## config.mk

```make
export PLATFORM = sky130hd
export DESIGN_NAME = streaming_block_average_error_flat
export DESIGN_NICKNAME = d
export VERILOG_FILES = /design/src/sbae_pkg.sv /design/src/sbae_if.sv /design/src/sbae_iter_unit.sv /design/src/streaming_block_average_error.sv /design/src/flat_wrapper.sv
export VERILOG_INCLUDE_DIRS = /design/src /design/src/src
export SDC_FILE = /design/constraint.sdc
export NUM_CORES = 2
export LEC_CHECK = 0
export BUFFER_PORTS_ARGS = -buffer_cell sky130_fd_sc_hd__buf_2
export CORE_MARGIN = 3
export CORE_UTILIZATION = 35
export CTS_CLUSTER_DIAMETER = 30
export DETAILED_ROUTE_END_ITERATION = 8
export SYNTH_ARGS = -nofsm -noshare
export SYNTH_HDL_FRONTEND = slang
export SYNTH_SLANG_ARGS = --single-unit
```

## constraint.sdc

```tcl
create_clock -name clk_i -period 17.2 [get_ports clk_i]
set_input_delay 0 -clock clk_i [delete_from_list [all_inputs] [get_ports clk_i]]
set_output_delay 0 -clock clk_i [all_outputs]
set_load 0.005 [all_outputs]
```

## src/streaming_block_average_error_macros.svh

```systemverilog
// Assertion macros for the block averager.
`ifndef STREAMING_BLOCK_AVERAGE_ERROR_MACROS_SVH
`define STREAMING_BLOCK_AVERAGE_ERROR_MACROS_SVH
`ifndef SYNTHESIS
`define SBAE_ASSERT(lbl, clk, rstn, prop) \
  lbl: assert property (@(posedge clk) disable iff (!rstn) (prop)) \
    else $error("assertion failed");
`define SBAE_ASSERT_NEXT(lbl, clk, rstn, ante, cons) \
  lbl: assert property (@(posedge clk) disable iff (!rstn) (ante) |=> (cons)) \
    else $error("assertion failed");
`else
`define SBAE_ASSERT(lbl, clk, rstn, prop)
`define SBAE_ASSERT_NEXT(lbl, clk, rstn, ante, cons)
`endif
`endif

```

## src/sbae_pkg.sv

```systemverilog
// Types and constants shared by the block averager files.
`default_nettype none
package sbae_pkg;
  localparam int unsigned SAMPLE_BITS = 16;
  localparam logic [12:0] MAX_BLOCK_LEN = 13'd4096;
  localparam logic [16:0] MAX_BLOCKS = 17'd65536;
  localparam logic [46:0] VAR_LIMIT = '1;

  localparam logic [1:0] ACT_DEPOSIT = 2'd0;
  localparam logic [1:0] ACT_REPORT = 2'd1;
  localparam logic [1:0] ACT_CLEAR = 2'd2;

  localparam logic [1:0] STAT_NONE = 2'd0;
  localparam logic [1:0] STAT_PARTIAL = 2'd1;
  localparam logic [1:0] STAT_ONE = 2'd2;
  localparam logic [1:0] STAT_FULL = 2'd3;

  localparam logic [6:0] DIV_STEPS = 7'd96;
  localparam logic [6:0] MUL_STEPS = 7'd64;
  localparam logic [6:0] SQRT_STEPS = 7'd32;
  localparam logic [63:0] SQRT_TOP = 64'h4000_0000_0000_0000;

  typedef enum logic [1:0] {
    UOP_DIV,
    UOP_MUL,
    UOP_SQRT
  } unit_op_e;

  typedef struct packed {
    logic     start;
    unit_op_e op;
  } unit_req_t;

  typedef struct packed {
    logic busy;
    logic done;
  } unit_sts_t;

  typedef enum logic [3:0] {
    ST_IDLE,
    ST_DECIDE,
    ST_BM_DIV,
    ST_BM_MUL,
    ST_RM_DIV,
    ST_RE_SQ,
    ST_RE_NN,
    ST_RE_NSQ,
    ST_RE_DIV,
    ST_RE_SQRT,
    ST_RV_T,
    ST_RV_TSQ,
    ST_RV_DIV,
    ST_RESP
  } state_e;
endpackage
`default_nettype wire

```

## src/sbae_if.sv

```systemverilog
// Stream channel interfaces for samples in and statistics out.
`default_nettype none
interface sbae_in_if;
  logic        valid;
  logic        ready;
  logic [1:0]  action;
  logic [15:0] sample;
  modport source (output valid, output action, output sample, input ready);
  modport sink (input valid, input action, input sample, output ready);
endinterface

interface sbae_out_if;
  logic        valid;
  logic        ready;
  logic [31:0] mean;
  logic [31:0] mean_error;
  logic [46:0] variance;
  logic [1:0]  status;
  logic [16:0] blocks_done;
  logic        overflow;
  modport source (output valid, output mean, output mean_error, output variance,
                  output status, output blocks_done, output overflow, input ready);
  modport sink (input valid, input mean, input mean_error, input variance,
                input status, input blocks_done, input overflow, output ready);
endinterface
`default_nettype wire

```

## src/sbae_iter_unit.sv

```systemverilog
// Shared iterative divide, multiply and square root unit.
`default_nettype none
module sbae_iter_unit import sbae_pkg::*; (
  input  wire         clk_i,
  input  wire         rst_ni,
  input  unit_req_t   req_i,
  input  logic [95:0] a_i,
  input  logic [63:0] b_i,
  output unit_sts_t   sts_o,
  output logic [95:0] res_o
);
  logic        busy_q, busy_d, done_q, done_d;
  unit_op_e    op_q, op_d;
  logic [6:0]  cnt_q, cnt_d;
  logic [95:0] w_q, w_d;
  logic [64:0] v_q, v_d;
  logic [63:0] u_q, u_d;
  logic [64:0] rs, st;

  always_comb begin
    rs = {v_q[63:0], w_q[95]};
    st = {1'b0, v_q[63:0]} + {1'b0, u_q};
    busy_d = busy_q;
    done_d = 1'b0;
    op_d = op_q;
    cnt_d = cnt_q;
    w_d = w_q;
    v_d = v_q;
    u_d = u_q;
    if (req_i.start) begin
      op_d = req_i.op;
      busy_d = 1'b1;
      unique case (req_i.op)
        UOP_DIV: begin
          w_d = a_i;
          v_d = '0;
          u_d = b_i;
          cnt_d = DIV_STEPS - 7'd1;
        end
        UOP_MUL: begin
          w_d = '0;
          v_d = {1'b0, b_i};
          u_d = a_i[63:0];
          cnt_d = MUL_STEPS - 7'd1;
        end
        UOP_SQRT: begin
          w_d = {32'd0, a_i[63:0]};
          v_d = '0;
          u_d = SQRT_TOP;
          cnt_d = SQRT_STEPS - 7'd1;
        end
        default: busy_d = 1'b0;
      endcase
    end else if (busy_q) begin
      unique case (op_q)
        UOP_DIV: begin
          w_d = {w_q[94:0], 1'b0};
          if (rs >= {1'b0, u_q}) begin
            v_d = rs - {1'b0, u_q};
            w_d[0] = 1'b1;
          end else begin
            v_d = rs;
          end
        end
        UOP_MUL: begin
          w_d = {w_q[94:0], 1'b0} + (v_q[63] ? {32'd0, u_q} : 96'd0);
          v_d = {v_q[63:0], 1'b0};
        end
        UOP_SQRT: begin
          if ({1'b0, w_q[63:0]} >= st) begin
            w_d = {32'd0, w_q[63:0] - st[63:0]};
            v_d = {1'b0, v_q[64:1]} + {1'b0, u_q};
          end else begin
            v_d = {1'b0, v_q[64:1]};
          end
          u_d = {2'b00, u_q[63:2]};
        end
        default: ;
      endcase
      if (cnt_q == 7'd0) begin
        busy_d = 1'b0;
        done_d = 1'b1;
      end else begin
        cnt_d = cnt_q - 7'd1;
      end
    end
  end

  always_ff @(posedge clk_i or negedge rst_ni) begin
    if (!rst_ni) begin
      busy_q <= 1'b0;
      done_q <= 1'b0;
      op_q <= UOP_DIV;
      cnt_q <= '0;
    end else begin
      busy_q <= busy_d;
      done_q <= done_d;
      op_q <= op_d;
      cnt_q <= cnt_d;
    end
  end

  always_ff @(posedge clk_i) begin
    w_q <= w_d;
    v_q <= v_d;
    u_q <= u_d;
  end

  assign sts_o.busy = busy_q;
  assign sts_o.done = done_q;
  assign res_o = (op_q == UOP_SQRT) ? {32'd0, v_q[63:0]} : w_q;
endmodule
`default_nettype wire

```

## src/streaming_block_average_error.sv

```systemverilog
// Streaming block averager with standard error of the mean.
// Usage:
//   in_i carries beats of action and sample: deposit, report or clear.
//   out_o carries one beat per report: mean, error, variance, status,
//   completed block count and drop flag.
//   cfg_we_i/cfg_data_i write the block length and restart all sums.
// Sequencing:
//   A deposit, clear or unused action passes through the decide state back to idle.
//   A deposit that closes a block also runs one 96-step divide
//   and one 64-step multiply on the shared iterative unit, each with an
//   issue and a handoff.
//   A report with no data goes straight to the response; one with at most
//   one block runs one divide, and one with two or more blocks runs three
//   divides, five multiplies and one 32-step root, all on that unit.
//   in_i.ready is high only while the sequencer is idle.
// Reset clears all sums and held results; block length returns to 1.
// A stalled receiver holds the result beat in the output register; the
// block keeps taking beats and waits only to place the next result.
`default_nettype none
`include "streaming_block_average_error_macros.svh"
module streaming_block_average_error import sbae_pkg::*; (
  input  wire          clk_i,
  input  wire          rst_ni,
  input  wire          cfg_we_i,
  input  wire   [12:0] cfg_data_i,
  sbae_in_if.sink      in_i,
  sbae_out_if.source   out_o
);
  state_e             state_q, state_d;
  logic               issued_q, issued_d;
  logic [12:0]        spb_q, spb_d;
  logic [1:0]         act_q, act_d;
  logic signed [15:0] smp_q, smp_d;
  logic [12:0]        fill_q, fill_d;
  logic [16:0]        bc_q, bc_d;
  logic signed [27:0] bsum_q, bsum_d;
  logic [43:0]        sqs_q, sqs_d;
  logic signed [48:0] bmt_q, bmt_d;
  logic [63:0]        bmst_q, bmst_d;
  logic [59:0]        sst_q, sst_d;
  logic [31:0]        hmean_q, hmean_d;
  logic [31:0]        herr_q, herr_d;
  logic [46:0]        hvar_q, hvar_d;
  logic               drop_q, drop_d;
  logic               neg_q, neg_d;
  logic [63:0]        sq_q, sq_d;
  logic [63:0]        dv_q, dv_d;
  logic [1:0]         stat_q, stat_d;
  logic               ovalid_q, ovalid_d;

  unit_req_t          ureq;
  unit_sts_t          usts;
  logic [95:0]        ua, ures;
  logic [63:0]        ub;
  logic               op_state, op_done;

  logic [12:0]        blen;
  logic signed [27:0] bsum_new;
  logic signed [31:0] smp_sq;
  logic [12:0]        fill_new;
  logic [27:0]        bsum_mag;
  logic [48:0]        bmt_mag;
  logic [31:0]        q_signed;
  logic [95:0]        enum_num, vnum_num, e_diff, v_diff;
  logic               load_out;

  sbae_iter_unit u_iter (
    .clk_i  (clk_i),
    .rst_ni (rst_ni),
    .req_i  (ureq),
    .a_i    (ua),
    .b_i    (ub),
    .sts_o  (usts),
    .res_o  (ures)
  );

  always_comb begin
    if (spb_q == 13'd0) blen = 13'd1;
    else if (spb_q > MAX_BLOCK_LEN) blen = MAX_BLOCK_LEN;
    else blen = spb_q;
    smp_sq = smp_q * smp_q;
    bsum_new = bsum_q + 28'(smp_q);
    fill_new = fill_q + 13'd1;
    bsum_mag = bsum_q[27] ? 28'(-bsum_q) : 28'(bsum_q);
    bmt_mag = bmt_q[48] ? 49'(-bmt_q) : 49'(bmt_q);
    q_signed = neg_q ? -ures[31:0] : ures[31:0];
    enum_num = {16'd0, bmst_q, 16'd0};
    vnum_num = {4'd0, sst_q, 32'd0};
    e_diff = (ures > enum_num) ? 96'd0 : enum_num - ures;
    v_diff = (ures > vnum_num) ? 96'd0 : vnum_num - ures;
    op_state = (state_q != ST_IDLE) && (state_q != ST_DECIDE) && (state_q != ST_RESP);
    op_done = issued_q && usts.done;
    load_out = (state_q == ST_RESP) && (!ovalid_q || out_o.ready);
  end

  always_comb begin
    state_d = state_q;
    unique case (state_q)
      ST_IDLE: if (in_i.valid) state_d = ST_DECIDE;
      ST_DECIDE: begin
        unique case (act_q)
          ACT_DEPOSIT:
            if (bc_q < MAX_BLOCKS && fill_new >= blen) state_d = ST_BM_DIV;
            else state_d = ST_IDLE;
          ACT_REPORT:
            if (bc_q == 17'd0 && fill_q == 13'd0) state_d = ST_RESP;
            else state_d = ST_RM_DIV;
          default: state_d = ST_IDLE;
        endcase
      end
      ST_BM_DIV: if (op_done) state_d = ST_BM_MUL;
      ST_BM_MUL: if (op_done) state_d = ST_IDLE;
      ST_RM_DIV: if (op_done) state_d = (bc_q > 17'd1) ? ST_RE_SQ : ST_RESP;
      ST_RE_SQ: if (op_done) state_d = ST_RE_NN;
      ST_RE_NN: if (op_done) state_d = ST_RE_NSQ;
      ST_RE_NSQ: if (op_done) state_d = ST_RE_DIV;
      ST_RE_DIV: if (op_done) state_d = ST_RE_SQRT;
      ST_RE_SQRT: if (op_done) state_d = ST_RV_T;
      ST_RV_T: if (op_done) state_d = ST_RV_TSQ;
      ST_RV_TSQ: if (op_done) state_d = ST_RV_DIV;
      ST_RV_DIV: if (op_done) state_d = ST_RESP;
      ST_RESP: if (load_out) state_d = ST_IDLE;
      default: state_d = ST_IDLE;
    endcase
  end

  always_comb begin
    spb_d = spb_q;
    act_d = act_q;
    smp_d = smp_q;
    fill_d = fill_q;
    bc_d = bc_q;
    bsum_d = bsum_q;
    sqs_d = sqs_q;
    bmt_d = bmt_q;
    bmst_d = bmst_q;
    sst_d = sst_q;
    hmean_d = hmean_q;
    herr_d = herr_q;
    hvar_d = hvar_q;
    drop_d = drop_q;
    neg_d = neg_q;
    sq_d = sq_q;
    dv_d = dv_q;
    stat_d = stat_q;
    ovalid_d = ovalid_q && !out_o.ready;
    issued_d = op_state && !usts.done;
    ureq.start = op_state && !issued_q;
    ureq.op = UOP_MUL;
    ua = '0;
    ub = '0;
    unique case (state_q)
      ST_IDLE: begin
        if (in_i.valid) begin
          act_d = in_i.action;
          smp_d = in_i.sample;
        end
      end
      ST_DECIDE: begin
        unique case (act_q)
          ACT_DEPOSIT: begin
            if (bc_q >= MAX_BLOCKS) begin
              drop_d = 1'b1;
            end else begin
              bsum_d = bsum_new;
              sqs_d = sqs_q + 44'(unsigned'(smp_sq));
              fill_d = fill_new;
              neg_d = bsum_new[27];
            end
          end
          ACT_REPORT: begin
            if (bc_q == 17'd0) begin
              neg_d = bsum_q[27];
              stat_d = (fill_q == 13'd0) ? STAT_NONE : STAT_PARTIAL;
            end else begin
              neg_d = bmt_q[48];
              stat_d = (bc_q == 17'd1) ? STAT_ONE : STAT_FULL;
            end
          end
          ACT_CLEAR: begin
            fill_d = '0;
            bc_d = '0;
            bsum_d = '0;
            sqs_d = '0;
            bmt_d = '0;
            bmst_d = '0;
            sst_d = '0;
            drop_d = 1'b0;
          end
          default: ;
        endcase
      end
      ST_BM_DIV: begin
        ureq.op = UOP_DIV;
        ua = {52'd0, bsum_mag, 16'd0};
        ub = {51'd0, fill_q};
        if (op_done) begin
          sq_d = {32'd0, ures[31:0]};
          bmt_d = bmt_q + 49'(signed'(q_signed));
        end
      end
      ST_BM_MUL: begin
        ua = {32'd0, sq_q};
        ub = sq_q;
        if (op_done) begin
          bmst_d = bmst_q + {16'd0, ures[63:16]};
          sst_d = sst_q + {16'd0, sqs_q};
          bc_d = bc_q + 17'd1;
          bsum_d = '0;
          sqs_d = '0;
          fill_d = '0;
        end
      end
      ST_RM_DIV: begin
        ureq.op = UOP_DIV;
        if (bc_q == 17'd0) begin
          ua = {52'd0, bsum_mag, 16'd0};
          ub = {51'd0, fill_q};
        end else begin
          ua = {47'd0, bmt_mag};
          ub = {47'd0, bc_q};
        end
        if (op_done) begin
          hmean_d = q_signed;
          sq_d = {32'd0, ures[31:0]};
        end
      end
      ST_RE_SQ: begin
        ua = {32'd0, sq_q};
        ub = sq_q;
        if (op_done) sq_d = ures[63:0];
      end
      ST_RE_NN: begin
        ua = {79'd0, bc_q};
        ub = {47'd0, bc_q - 17'd1};
        if (op_done) dv_d = ures[63:0];
      end
      ST_RE_NSQ: begin
        ua = {32'd0, sq_q};
        ub = {47'd0, bc_q};
      end
      ST_RE_DIV: begin
        ureq.op = UOP_DIV;
        ua = e_diff;
        ub = dv_q;
      end
      ST_RE_SQRT: begin
        ureq.op = UOP_SQRT;
        ua = {32'd0, (ures[95:64] != 32'd0) ? 64'hFFFF_FFFF_FFFF_FFFF : ures[63:0]};
        if (op_done) herr_d = ures[31:0];
      end
      ST_RV_T: begin
        ua = {79'd0, bc_q};
        ub = {51'd0, blen};
        if (op_done) dv_d = ures[63:0];
      end
      ST_RV_TSQ: begin
        ua = {32'd0, sq_q};
        ub = dv_q;
      end
      ST_RV_DIV: begin
        ureq.op = UOP_DIV;
        ua = v_diff;
        ub = dv_q - 64'd1;
        if (op_done) hvar_d = (ures[95:63] != 33'd0) ? VAR_LIMIT : ures[62:16];
      end
      ST_RESP: if (load_out) ovalid_d = 1'b1;
      default: ;
    endcase
    if (cfg_we_i) begin
      spb_d = cfg_data_i;
      fill_d = '0;
      bc_d = '0;
      bsum_d = '0;
      sqs_d = '0;
      bmt_d = '0;
      bmst_d = '0;
      sst_d = '0;
      drop_d = 1'b0;
      hmean_d = '0;
      herr_d = '0;
      hvar_d = '0;
    end
  end

  always_ff @(posedge clk_i or negedge rst_ni) begin
    if (!rst_ni) begin
      state_q <= ST_IDLE;
      issued_q <= 1'b0;
      ovalid_q <= 1'b0;
      spb_q <= 13'd1;
      fill_q <= '0;
      bc_q <= '0;
      bsum_q <= '0;
      sqs_q <= '0;
      bmt_q <= '0;
      bmst_q <= '0;
      sst_q <= '0;
      hmean_q <= '0;
      herr_q <= '0;
      hvar_q <= '0;
      drop_q <= 1'b0;
    end else begin
      state_q <= state_d;
      issued_q <= issued_d;
      ovalid_q <= ovalid_d;
      spb_q <= spb_d;
      fill_q <= fill_d;
      bc_q <= bc_d;
      bsum_q <= bsum_d;
      sqs_q <= sqs_d;
      bmt_q <= bmt_d;
      bmst_q <= bmst_d;
      sst_q <= sst_d;
      hmean_q <= hmean_d;
      herr_q <= herr_d;
      hvar_q <= hvar_d;
      drop_q <= drop_d;
    end
  end

  always_ff @(posedge clk_i) begin
    act_q <= act_d;
    smp_q <= smp_d;
    neg_q <= neg_d;
    sq_q <= sq_d;
    dv_q <= dv_d;
    stat_q <= stat_d;
    if (load_out) begin
      out_o.mean <= hmean_q;
      out_o.mean_error <= herr_q;
      out_o.variance <= hvar_q;
      out_o.status <= stat_q;
      out_o.blocks_done <= bc_q;
      out_o.overflow <= drop_q;
    end
  end

  assign in_i.ready = (state_q == ST_IDLE);
  assign out_o.valid = ovalid_q;

  `SBAE_ASSERT(a_start_busy, clk_i, rst_ni, ureq.start |-> op_state)
  `SBAE_ASSERT(a_ready_unit_idle, clk_i, rst_ni, in_i.ready |-> !usts.busy)
  `SBAE_ASSERT(a_out_from_resp, clk_i, rst_ni, $rose(ovalid_q) |-> $past(state_q) == ST_RESP)
  `SBAE_ASSERT_NEXT(a_done_advance, clk_i, rst_ni, op_done && state_q == ST_RV_DIV,
                    state_q == ST_RESP)
endmodule
`default_nettype wire

```

## src/flat_wrapper.sv

```systemverilog
// flat-port wrapper written by rule: the top's interface ports become plain ports
module streaming_block_average_error_flat import sbae_pkg::*;
  (clk_i, rst_ni, cfg_we_i, cfg_data_i, in_i_valid, in_i_action, in_i_sample, in_i_ready, out_o_valid, out_o_mean, out_o_mean_error, out_o_variance, out_o_status, out_o_blocks_done, out_o_overflow, out_o_ready);
  sbae_in_if in_i_i ();
  sbae_out_if out_o_i ();
  input  wire clk_i;
  input  wire rst_ni;
  input  wire cfg_we_i;
  input  wire   [12:0] cfg_data_i;
  input wire logic [$bits(in_i_i.valid)-1:0] in_i_valid;
  input wire logic [$bits(in_i_i.action)-1:0] in_i_action;
  input wire logic [$bits(in_i_i.sample)-1:0] in_i_sample;
  output wire logic [$bits(in_i_i.ready)-1:0] in_i_ready;
  output wire logic [$bits(out_o_i.valid)-1:0] out_o_valid;
  output wire logic [$bits(out_o_i.mean)-1:0] out_o_mean;
  output wire logic [$bits(out_o_i.mean_error)-1:0] out_o_mean_error;
  output wire logic [$bits(out_o_i.variance)-1:0] out_o_variance;
  output wire logic [$bits(out_o_i.status)-1:0] out_o_status;
  output wire logic [$bits(out_o_i.blocks_done)-1:0] out_o_blocks_done;
  output wire logic [$bits(out_o_i.overflow)-1:0] out_o_overflow;
  input wire logic [$bits(out_o_i.ready)-1:0] out_o_ready;
  assign in_i_i.valid = in_i_valid;
  assign in_i_i.action = in_i_action;
  assign in_i_i.sample = in_i_sample;
  assign in_i_ready = in_i_i.ready;
  assign out_o_valid = out_o_i.valid;
  assign out_o_mean = out_o_i.mean;
  assign out_o_mean_error = out_o_i.mean_error;
  assign out_o_variance = out_o_i.variance;
  assign out_o_status = out_o_i.status;
  assign out_o_blocks_done = out_o_i.blocks_done;
  assign out_o_overflow = out_o_i.overflow;
  assign out_o_i.ready = out_o_ready;
  streaming_block_average_error u_core (.clk_i(clk_i), .rst_ni(rst_ni), .cfg_we_i(cfg_we_i), .cfg_data_i(cfg_data_i), .in_i(in_i_i), .out_o(out_o_i));
endmodule
```

==> results by group <==
Synth
  • Post-Synth Adder-Cell Area: 15.8%
  • Distinct cell type count after synthesis: 96
  • Synth Area in Simple Gates: 16.0%
  • Mux share of post-synthesis cell area: 1.45%
  • Compound-Gate Fraction of Synth Area: 25.5%
  • #FFs+latches synth: 922
  • Post-synth top cells: nand2_1, a21oi_1, o21ai_0
  • EDFF count, synth: 505
  • Avg Inst Size Synth: 8.45 sq um
  • Netlist Area Pre-Place: 91000 sq um
  • Dominant synthesized flop cell: edfxtp_1
  • Cell with the most instances after synthesis: nand2_1
  • Asr flop ratio synth: 45.2%
  • Synth Area in XOR/XNOR: 8.06%
  • Top cells by area, synth: edfxtp_1, dfrtp_1, ha_1, fa_1, a21oi_1
  • Synth warn: 0
  • Synth Net Count: 11800
  • Largest family of logic cells by synthesized area: compound AO/OA/AOI/OAI gates
  • Gate Count Post-Synth: 10800
  • Register area share after synthesis: 28.1%
  • Cell taking the most area after synthesis: edfxtp_1
  • Post-synth top area share: 16.7%

Floorplanning
  • Die outline height: 516 microns
  • Die width: 516 microns
  • Io pins: 169
  • Core ar.: 258000 sq um
  • Overall die area: 266000 sq um
  • Initial Utilization: 35.3%
  • Std-Cell Rows: 186

STA
  • Minimum clock period: 10050 ps
  • Final setup viols: 0
  • RSZ-0062 raised after global routing: false
  • Max transition margin: 11.0%
  • Slew Viols, Final: 0
  • Fin Setup TNS: 0 ps
  • Highest clock rate: 99.5 MHz
  • Final period util: 58.4%
  • Worst-margin pin slew: 1330 ps
  • Skew final: 96.0 ps
  • Hold violation total from the final report: 0

Detailed routing
  • DR vias: 88800
  • DRT Pass-1 Iters: 7
  • DRT Wirelength: 401 mm
  • Post-route DRC: 0
  • WL met3: 36.7 mm
  • ANT nets after route: 0
  • Met2 WL: 172 mm
  • 1st-iter DRT viols: 10700
  • Top sig layer: met5
  • Wire per inst: 27.7 microns
  • M1 WL: 170 mm
  • Vias/cell: 6.13

Clock tree
  • Clock Root Buffer: clkbuf_16
  • CTS max path bufs: 3
  • H-tree depth reported by CTS: 4
  • CTS tree: yes
  • Clk sinks: 922
  • Reg clk slew, reported paths: 60 ps
  • CTS Buf Count: 221
  • Clock Latency Late Sink: 920 ps

GRT
  • Vias in the first global route: 85600
  • Initial antenna violation count: 30
  • First-pass GRT wire length: 582 mm
  • Pin count of the biggest net entering global routing: 81
  • Gr usage total: 29.2%
  • Grt ovf: 0

Flow run
  • MaxCap Viol Count: 0

Setup path
  • Critical path endpoint category: register
  • Worst path slowest cell: buf_4
  • Crit start category: register
  • R2R setup slack: 7150 ps
  • R2r endpoint: u_core.u_iter.w_q[93]
  • R2R depth: 31
  • Max Fanout on Critical Path: 54
  • Setup CP Type: register to register
  • Worst EP arrival: 10500 ps
  • CP max stage delay: 750 ps
  • Worst r2r src: u_core.u_iter.v_q[0]
  • CP required: 17650 ps

Finish
  • Share of cells above drive strength 1: 8.32%
  • Multi-input gate area: 61200 sq um
  • Layout Area Growth over Synthesis: 15.0%
  • FF+latch area: 25600 sq um
  • Nets: 11900
  • FILL cells: 25400

Worst hold path
  • HP Class: input pin to asynchronous set/reset pin

Run status
  • Status: finished clean

Placement
  • Port Buffer Count: 168
  • Post-DP HPWL: 316 mm
  • GPL Wtd Cong: 1.01
## metal layers
metal	GRT usage (%)	vias up
met5	0	-
met4	13.9	22
met3	5.49	814
met2	44.4	4509
met1	39.9	43800
li1	-	39700
## sequential cells by signal, summed over array words and instances (netlist names), 44 cells and up
| name | flops |
|---|---|
| u_core.u_iter.w_q | 96 |
| u_core.u_iter.v_q | 65 |
| u_core.bmst_q | 64 |
| u_core.dv_q | 64 |
| u_core.sq_q | 64 |
| u_core.u_iter.u_q | 64 |
| u_core.sst_q | 60 |
| u_core.bmt_q | 49 |
| u_core.hvar_q | 47 |
| u_core.out_o.variance | 47 |
| u_core.sqs_q | 44 |
## critical path, delay by kind of cell, from the launching register on
| family | cells | cell delay, ps |
|---|---|---|
| adders and majority gates | 3 | 1170 |
| xor gates and xnor gates | 1 | 130 |
| buffers and inverters | 4 | 1910 |
| DFF | 1 | 470 |
| and+or+nand+nor | 9 | 2390 |
| AOI/OAI and AO/OA | 14 | 3310 |
## placed cells by master, fill, tap and decap left out, types with 212 or more instances in the layout
master	n
inv_1	671
edfxtp_1	505
xor2_1	328
nand2_1	1020
nand3_1	212
o21ai_0	883
a21oi_1	918
a21o_1	463
xnor2_1	508
dfrtp_1	416
fa_1	247
nor2_1	751
ha_1	751
clkbuf_16	223
## layout make-up
cell class	count	share of cell area, %
antenna	16	0.0383
clock buffer	251	5.49
clock inverter	170	2.08
inverter	680	2.44
multi-input combinational	8636	58.5
sequential	922	24.5
tap	3384	4.05
timing repair buffer	431	2.95
## per-stage QoR
step | cells | util, % | setup slack, ps | instance area (sq um) | hold slack, ps
6_report | 14500 | 40.6 | 7150 | 105000 | 219
5_1_grt | 14500 | 40.6 | 6860 | 105000 | 224
4_1_cts | 14500 | 40.6 | 7340 | 105000 | 179
3_5_place_dp | 14000 | 37.2 | 7480 | 95800 | 94.3
3_3_place_gp | 14000 | 37.2 | 7380 | 95800 | 87.3
2_1_floorplan | 10800 | - | 3410 | 91000 | -296
## what timing repair did
action | CTS | global route
resized for setup | 0 | 0
hold buffers | 83 | 0
endpoints found under the hold margin | 213 | 0
setup buffers | 0 | 0
## worst max-delay path by stage
stage	cells past startpoint	startpoint	end	slack (ps)
3_3_place_gp	31	u_core.u_iter.v_q[0]	u_core.u_iter.w_q[87]	7380
3_5_place_dp	31	u_core.u_iter.v_q[0]	u_core.u_iter.w_q[86]	7480
5_1_grt	31	u_core.u_iter.v_q[0]	u_core.u_iter.w_q[93]	6860
4_1_cts	31	u_core.u_iter.v_q[0]	u_core.u_iter.w_q[90]	7340
2_1_floorplan	26	u_core.u_iter.v_q[24]	u_core.u_iter.w_q[0]	3410
6_report	31	u_core.u_iter.v_q[0]	u_core.u_iter.w_q[93]	7150
## logic make-up after synthesis
group | after synthesis
flip-flops | 922
AND/OR/NAND/NOR | 3078
XOR/XNOR | 837
adder cells (fa/ha/maj) | 1002
multiplexers | 127
AO/OA/AOI/OAI | 3592
buffers and inverters | 1211
Power is not shown: default switching activity piles up to over one toggle a cycle in this logic, so the estimate is an artifact.
